--- config.mk ---
export PLATFORM = sky130hd
export DESIGN_NAME = lcd_backpack_byte_decoder_unit
export DESIGN_NICKNAME = d
export VERILOG_FILES = /design/src/design/lcdbp_pkg.sv /design/src/design/lcdbp_classify.sv /design/src/design/lcd_backpack_byte_decoder_unit.sv
export SDC_FILE = /design/constraint.sdc
export NUM_CORES = 1
export LEC_CHECK = 0
export BUFFER_PORTS_ARGS = -buffer_cell sky130_fd_sc_hd__buf_2
export CELL_PAD_IN_SITES_DETAIL_PLACEMENT = 1
export CELL_PAD_IN_SITES_GLOBAL_PLACEMENT = 1
export CORE_MARGIN = 2
export CORE_UTILIZATION = 50
export DETAILED_ROUTE_END_ITERATION = 8
export PLACE_DENSITY_LB_ADDON = 0.1
export SETUP_SLACK_MARGIN = 0.4
export SLEW_MARGIN = 0
export SYNTH_ARGS = -nofsm -noshare
export SYNTH_HDL_FRONTEND = slang
export SYNTH_HIERARCHICAL = 1
export SYNTH_SLANG_ARGS = --single-unit
--- constraint.sdc ---
create_clock -name clk -period 4.3 [get_ports clk]
set_input_delay 0.645 -clock clk [delete_from_list [all_inputs] [get_ports clk]]
set_output_delay 0.645 -clock clk [all_outputs]
set_load 0.02 [all_outputs]
--- src/design/lcdbp_pkg.sv ---
package lcdbp_pkg;

	typedef enum logic [2:0] {
		KIND_CHAR   = 3'd0,
		KIND_CLEAR  = 3'd1,
		KIND_HOME   = 3'd2,
		KIND_CURSOR = 3'd3,
		KIND_OTHER  = 3'd4
	} kind_t;

	localparam int unsigned ADDR_W = 7;

	localparam logic [1:0] REG_ROW_ONE_BASE   = 2'd0;
	localparam logic [1:0] REG_ROW_TWO_BASE   = 2'd1;
	localparam logic [1:0] REG_ROW_THREE_BASE = 2'd2;

	localparam logic [ADDR_W-1:0] ROW_ONE_BASE_RST   = 7'd64;
	localparam logic [ADDR_W-1:0] ROW_TWO_BASE_RST   = 7'd20;
	localparam logic [ADDR_W-1:0] ROW_THREE_BASE_RST = 7'd84;

	localparam logic [7:0] CMD_CLEAR      = 8'h01;
	localparam logic [7:0] CMD_HOME       = 8'h02;
	localparam logic [7:0] PRINT_LO       = 8'h20;
	localparam logic [7:0] PRINT_HI       = 8'h7E;
	localparam logic [6:0] QMARK          = 7'h3F;

	localparam int unsigned EN_BIT  = 2;
	localparam int unsigned SEL_BIT = 0;

	typedef struct packed {
		logic [ADDR_W-1:0] row_one;
		logic [ADDR_W-1:0] row_two;
		logic [ADDR_W-1:0] row_three;
	} row_bases_t;

	typedef struct packed {
		kind_t             kind;
		logic [6:0]        shown_char;
		logic [1:0]        row;
		logic [ADDR_W-1:0] col;
	} result_t;

endpackage

--- src/design/lcdbp_classify.sv ---
module lcdbp_classify (
	input  logic [7:0]           value,
	input  logic                 sel,
	input  lcdbp_pkg::row_bases_t bases,
	output lcdbp_pkg::result_t    result
);
	import lcdbp_pkg::*;

	logic [ADDR_W-1:0] addr;

	assign addr = value[ADDR_W-1:0];

	always_comb begin
		result.kind       = KIND_OTHER;
		result.shown_char = '0;
		result.row        = '0;
		result.col        = '0;
		if (sel) begin
			result.kind = KIND_CHAR;
			if (value >= PRINT_LO && value <= PRINT_HI) begin
				result.shown_char = value[6:0];
			end else begin
				result.shown_char = QMARK;
			end
		end else if (value == CMD_CLEAR) begin
			result.kind = KIND_CLEAR;
		end else if (value == CMD_HOME) begin
			result.kind = KIND_HOME;
		end else if (value[7]) begin
			result.kind = KIND_CURSOR;
			if (addr >= bases.row_three) begin
				result.row = 2'd3;
				result.col = addr - bases.row_three;
			end else if (addr >= bases.row_one) begin
				result.row = 2'd1;
				result.col = addr - bases.row_one;
			end else if (addr >= bases.row_two) begin
				result.row = 2'd2;
				result.col = addr - bases.row_two;
			end else begin
				result.row = 2'd0;
				result.col = addr;
			end
		end
	end

endmodule

--- src/design/lcd_backpack_byte_decoder_unit.sv ---
// A byte that completes the second enable pulse is rebuilt into stage s1 and then
// registered into the output stage as a result beat; other bytes give no result.
// Throughput: one raw byte per cycle while in_stall is low, set by the single edge-tracking stage.
// Reset clears the nibble tracker, the pipeline valids and restores the row
// base registers to 64, 20 and 84.
module lcd_backpack_byte_decoder_unit (
	input  logic                      clk,
	input  logic                      arst_n,
	input  logic                      in_valid,
	output logic                      in_stall,
	input  logic [7:0]                raw_byte,
	output logic                      out_valid,
	input  logic                      out_stall,
	output lcdbp_pkg::kind_t          kind,
	output logic [7:0]                value,
	output logic [6:0]                shown_char,
	output logic [1:0]                row,
	output logic [6:0]                col,
	input  logic                      cfg_valid,
	output logic                      cfg_ready,
	input  logic [1:0]                cfg_index,
	input  logic [6:0]                cfg_data
);
	import lcdbp_pkg::*;

	row_bases_t bases_q;
	logic [3:0] high_q;
	logic [3:0] low_q;
	logic       sel_q;
	logic       done_q;
	logic       en_prev_q;

	logic       valid_s1;
	logic [7:0] value_s1;
	logic       sel_s1;

	logic       out_valid_q;
	logic [7:0] value_q;
	result_t    result_q;

	logic       in_fire;
	logic       en;
	logic       rise;
	logic       fall;
	logic       commit;
	logic       out_load;
	result_t    result;

	assign cfg_ready = 1'b1;

	assign en       = raw_byte[EN_BIT];
	assign rise     = !en_prev_q && en;
	assign fall     = en_prev_q && !en;
	assign commit   = in_fire && fall && done_q;
	assign out_load = !out_valid_q || !out_stall;
	assign in_stall = valid_s1 && !out_load;
	assign in_fire  = in_valid && !in_stall;

	always_ff @(posedge clk or negedge arst_n) begin
		if (!arst_n) begin
			bases_q.row_one   <= ROW_ONE_BASE_RST;
			bases_q.row_two   <= ROW_TWO_BASE_RST;
			bases_q.row_three <= ROW_THREE_BASE_RST;
		end else if (cfg_valid && cfg_ready) begin
			unique case (cfg_index)
				REG_ROW_ONE_BASE:   bases_q.row_one   <= cfg_data;
				REG_ROW_TWO_BASE:   bases_q.row_two   <= cfg_data;
				REG_ROW_THREE_BASE: bases_q.row_three <= cfg_data;
				default: ;
			endcase
		end
	end

	always_ff @(posedge clk or negedge arst_n) begin
		if (!arst_n) begin
			high_q    <= '0;
			low_q     <= '0;
			sel_q     <= 1'b0;
			done_q    <= 1'b0;
			en_prev_q <= 1'b0;
		end else if (in_fire) begin
			en_prev_q <= en;
			if (rise) begin
				if (!done_q) begin
					high_q <= raw_byte[7:4];
				end else begin
					low_q <= raw_byte[7:4];
				end
				sel_q <= raw_byte[SEL_BIT];
			end else if (fall) begin
				done_q <= !done_q;
			end
		end
	end

	always_ff @(posedge clk or negedge arst_n) begin
		if (!arst_n) begin
			valid_s1 <= 1'b0;
		end else if (in_fire || out_load) begin
			valid_s1 <= commit;
		end
	end

	always_ff @(posedge clk) begin
		if (commit) begin
			value_s1 <= {high_q, low_q};
			sel_s1   <= sel_q;
		end
	end

	lcdbp_classify u_classify (
		.value  (value_s1),
		.sel    (sel_s1),
		.bases  (bases_q),
		.result (result)
	);

	always_ff @(posedge clk or negedge arst_n) begin
		if (!arst_n) begin
			out_valid_q <= 1'b0;
		end else if (out_load) begin
			out_valid_q <= valid_s1;
		end
	end

	always_ff @(posedge clk) begin
		if (out_load && valid_s1) begin
			value_q  <= value_s1;
			result_q <= result;
		end
	end

	assign out_valid  = out_valid_q;
	assign kind       = result_q.kind;
	assign value      = value_q;
	assign shown_char = result_q.shown_char;
	assign row        = result_q.row;
	assign col        = result_q.col;

	a_stall_only_when_full: assert property (@(posedge clk) disable iff (!arst_n)
		in_stall |-> valid_s1 && out_valid_q)
		else $error("input stalled with a free pipeline");

	a_s1_moves_to_out: assert property (@(posedge clk) disable iff (!arst_n)
		valid_s1 && out_load |=> out_valid_q)
		else $error("pending byte lost between stages");

	a_char_only_for_text: assert property (@(posedge clk) disable iff (!arst_n)
		out_valid_q && kind != KIND_CHAR |-> shown_char == '0)
		else $error("shown character set on a command");

	a_cursor_fields: assert property (@(posedge clk) disable iff (!arst_n)
		out_valid_q && kind != KIND_CURSOR |-> row == '0 && col == '0)
		else $error("cursor position set on a non-cursor result");

	a_commit_pairs: assert property (@(posedge clk) disable iff (!arst_n)
		commit |=> !done_q)
		else $error("nibble counter not cleared after a rebuilt byte");

endmodule
---- Word level (Yosys, flattened, before mapping) ----
Cells that the tools add are included.
word-level totals
  register bits ........................... 70
  input bits .............................. 22
  bits in read-only memories .............. 0
  word-level logic and storage cells ...... 71
  bits in writable memories ............... 0
  memories ................................ 0
  latch bits .............................. 0
operators by class
  order comparisons ....................... 5
  $mul .................................... 0
  mux-type cells .......................... 7
  add/sub/neg operators ................... 3
  div/mod/pow operators ................... 0
  shifts and indexed selects .............. 0
  reductions and logical operators ........ 29
  bitwise gates (word level) .............. 3
  eq/ne operators ......................... 4
operator list
  operator              count
  $mux W9               3
  $ge A7 B7 Y1          3
  $sub A7 B7 Y7         3
  $reduce_and A2 Y1     5
  $reduce_and A3 Y1     3
  $eq A8 B1 Y1 const B  1
  $eq A8 B2 Y1 const B  1
  $ge A8 B6 Y1 const B  1
  $le A8 B7 Y1 const B  1
  $logic_and A1 B1 Y1   8
  $logic_not A1 Y1      7
  $mux W6               1
  $reduce_or A4 Y1      1
  $mux W3               1
  $not A1 Y1            3
  $reduce_or A3 Y1      1
  $eq A2 B1 Y1 const B  1
  $eq A2 B2 Y1 const B  1
  $logic_not A2 Y1      1
  $logic_or A1 B1 Y1    2
  $mux W2               1
  $reduce_or A2 Y1      1
  $mux W1               1

---- Logic depth before layout (Yosys ltp) ----
  depth after elaboration ................. 8
  mapped depth ............................ 10

---- By module ----
Netlist, hierarchy kept.
by module, submodules not included
  module                          area each (µm²)  cells each  times used  seq. area each (µm²)
  lcd_backpack_byte_decoder_unit  2,467.4          120         1           1,939.4
  lcdbp_classify                  1,565.3          216         1           0.0

---- Worst setup path after synthesis ----
OpenSTA, ideal clock, no wires.
  path type ............................... input-to-reg
  start ................................... in out_stall
  end ..................................... reg result_q, in the netlist col[0], enable pin
  cell stages on the path ................. 1
  slack ................................... 1,184 ps
  data required time ...................... 3,848 ps
  data arrival time ....................... 2,664 ps
  cell sequence ........................... a21boi_0
on the way
  cells in the longest elaborated chain, start to end .. 3
ends and longest elaborated chain
  what                  line                                   source
  start, declared       lcd_backpack_byte_decoder_unit.sv:13   input logic out_stall,
  $logic_not A1 Y1      lcd_backpack_byte_decoder_unit.sv:55   assign out_load = !out_valid_q || !out_stall;
  $logic_or A1 B1 Y1    lcd_backpack_byte_decoder_unit.sv:55
  $logic_and A1 B1 Y1   lcd_backpack_byte_decoder_unit.sv:127  if (out_load && valid_s1) begin
  end signal, assigned  lcd_backpack_byte_decoder_unit.sv:129  result_q <= result;
  end, declared         lcd_backpack_byte_decoder_unit.sv:39   result_t result_q;
Every way passes these cells.
A chain may end at the register's enable or synchronous reset.

---- Final worst setup path ----
  start ................................... reg value_s1[0]
  end ..................................... reg result_q, in the netlist col[6] (data pin)
on the way
  cells in the longest elaborated chain, start to end .. 4
  elaborated cells on any way between the ends .. 12
  those cells by class .................... add/sub (3); order compare (3); eq/ne (2); mux (3); reduce/logical (1)
ends and longest elaborated chain
  what                                           line                                        source
  start, declared                                lcd_backpack_byte_decoder_unit.sv:34        logic [7:0] value_s1;
  start signal, assigned                         lcd_backpack_byte_decoder_unit.sv:106       value_s1 <= {high_q, low_q};
  $sub A7 B7 Y7 or $ge A7 B7 Y1 (tied branches)  lcdbp_classify.sv:39, lcdbp_classify.sv:37
  $mux W9                                        lcdbp_classify.sv:37                        end else if (addr >= bases.row_two) begin
  $mux W9                                        lcdbp_classify.sv:34                        end else if (addr >= bases.row_one) begin
  $mux W9                                        lcdbp_classify.sv:31                        if (addr >= bases.row_three) begin
Several ways; a longest one is shown, not always the timed one.

==> metrics.txt <==
dpl ws roughly 1.3 ns; top cells by count, synth edfxtp_1 (36), inv_1 (30), dfrtp_1 (28), mux2_2 (28), ha_1 (22); grt ovf 0; crit-path cells inv_1 -> ha_1 -> nor2b_1 -> o21ai_1 -> a221oi_2 -> a21oi_1 -> o311ai_1 -> a21oi_1; status finished clean; vias in the first global route 2,912; placed cell area about 0.0044 mm^2; die width around 94 um; xor-xnor portion of the synthesized cell area 0.0152; I/O Buffers 48; CTS Buf Count 9; htree depth 3; multi-input logic area 0.00194 mm^2; most common cell in the netlist edfxtp_1; Synth Register Bits 70; initial antenna violation count 0; Tmin final approximately 3 ns; fraction of registers with async set/reset 0.486; critical path arrival ~3.1 ns; largest net degree at the start of global routing 35; post-synthesis mux area share 0.106; Post-synth EDFFs 36; Clock Skews 0.0125 ns; actual slew at the worst max-slew pin ~1.0 ns; Resize count post-CTS 0; final core utilization 0.584; syn_area_per_cell roughly 12 um^2; # rows 32; sequential element share of the synthesized area 0.481; crit-path max FO 11; most frequent CP cell a21oi_1; via count 2,795; # Post-CTS Setup Buffers 0; CP Capture Type flip-flop; Worst VDD drop 0.000226 V; Setup WS post-layout around 1.2 ns; CTS clk-pin slew, worst paths roughly 0.080 ns; crit share post-route 0.711; GRT Overall Usage 0.228; final hold violations 0; Die H around 94 um; Reg area 0.00194 mm^2; Total Routed Length about 9000 um; CP Launch Type flip-flop; Setup CP Type flip-flop to flip-flop; share of cells above drive strength 1 0.312; Finished Cell Area approximately 0.0045 mm^2; combinational family with the most area after synthesis compound AO/OA/AOI/OAI gates; leak pwr 1.94 nW; clock root buffer clkbuf_8; core area between 0.007 and 0.008 mm^2; Synth Area in Adders 0.0832; RSZ-0062 raised after global routing false; DR pass1 iterations 4; nets@finish around 440; Syn. warnings 6; Cell variety after synth 66; Compound-Gate Fraction of Synth Area 0.156; Top Ports 52; Final TNS setup 0 ns; Diodes inserted 0; Worst-Skew Late Latency ~0.34 ns; Post-Synthesis Cells about 340; synth top area cells edfxtp_1 (27%), dfrtp_1 (17%), mux2_2 (7.8%); Filler cells ~840; share of the synthesized area in the top cell type 0.268; DP HPWL between 6000 and 7000 um; Initial Utilization 0.519; Power per Cell Area about 480 mW/mm^2; cell taking the most area after synthesis edfxtp_1; GP Congestion between 0.7 and 0.8; P&R area growth vs syn 12.5%; CTS Buffer Depth 2; Final Slew Violations 0; Tot Pwr approximately 2.2 mW; syn nets roughly 380; vias per cell 5.64; worst hold path type input pin to asynchronous set/reset pin; hold buffers post-CTS 0; CTS tree built; Critical Path RT 4.36 ns; Fmax 0.327 GHz; DRC 0; slowest CP cell a221oi_2; ANT nets after route 0; worst slew margin relative to its limit 0.328; area share of and/or/nand/nor cells after synthesis 0.119; setup violators final 0; synthesized area 0.00403 mm^2; max_cap viols 0; die area 0.00880 mm^2; first-pass GRT wire length between 15,000 and 20,000 um; clk sinks 70; Synth Flop Type edfxtp_1; WL/cell approximately 18 um; initial drt markers 85; Critical Path Max Stage Delay roughly 0.85 ns
-- cell families (layout without fill, tap and decap cells) --
logic type,count (synthesis),count (layout)
AO/OA/AOI/OAI,81,81
AND/OR/NAND/NOR,78,78
flip-flops,70,70
multiplexers,37,37
buffers and inverters,37,95
adder cells (fa/ha/maj),25,25
XOR/XNOR,7,7
other,1,1
-- layout make-up --
cell class,count,area share
clock inverter,6,0.00855
timing repair buffer,49,0.0546
sequential,70,0.428
inverter,30,0.0248
tap,102,0.0281
clock buffer,10,0.0281
multi-input combinational,229,0.428
-- cells in the final DEF (no fill, tap or decap), drive strengths merged, types with 2 or more instances in the layout --
cell type	n
a31oi	4
clkbuf	10
a21o	9
a211oi	10
xor2	2
nor3b	5
edfxtp	36
nand3b	4
inv	30
a21boi	2
clkinv	5
dfrtp	28
nand2	13
nand4	2
a221oi	5
o21ai	12
mux2i	4
o21a	13
nor2	17
and2	3
a21oi	11
o311ai	2
buf	49
nor2b	8
mux2	33
and4	2
xnor2	5
nand4b	3
fa	3
nand3	6
dfstp	6
nand2b	7
ha	22
o31a	4
nor3	4
-- routing by layer --
layer,wire length [um],track usage,vias to the layer above
met5,0,0,-
met4,92,0.0507,0
met3,322,0.0385,8
met2,4380,0.374,59
met1,4150,0.317,1379
li1,-,-,1349
-- worst max-delay path: cells and delay by family (launching register included) --
kind	cells	cell delay [ns]
compound gates	5	1.59
fa+ha+maj	1	0.31
buf+inv	1	0.25
flops	1	0.46
simple gates	1	0.16
-- power breakdown --
| part | internal, mW | leakage [nW] | switching [mW] |
|---|---|---|---|
| Sequential | 0.845 | 0.729 | 0.0820 |
| Combinational | 0.355 | 1.12 | 0.417 |
| Clock | 0.207 | 0.0837 | 0.252 |
-- stage by stage --
step                      hold WS, ns  cells
after detailed placement        0.429    480
after global placement          0.424    480
after CTS                       0.376    496
after floorplan                 0.349    336
final                           0.360    496
after global routing            0.412    496
-- final timing paths --
path | slack, ns | depth (start not counted) | startpoint | to
hold / removal | 0.36 | 1 | arst_n | bases_q[19]
min in group clk | 0.44 | 0 | high_q[2] | value_s1[6]
hold reg to reg | 0.44 | 0 | high_q[2] | value_s1[6]
max in group asynchronous | 3.46 | 1 | arst_n | bases_q[0]
setup reg to reg | 1.24 | 8 | value_s1[0] | col[6]
setup / recovery | 1.24 | 8 | value_s1[0] | col[6]
-- flip-flops by register name, indices dropped and copies added, names as in the netlist --
register,cells
out_valid,1
row,2
sel_q,1
value_s1,8
col,7
high_q,4
en_prev_q,1
valid_s1,1
done_q,1
low_q,4
value,8
sel_s1,1
kind,3
shown_char,7
bases_q,21
No activity file was read; power rests on OpenSTA's default activity.
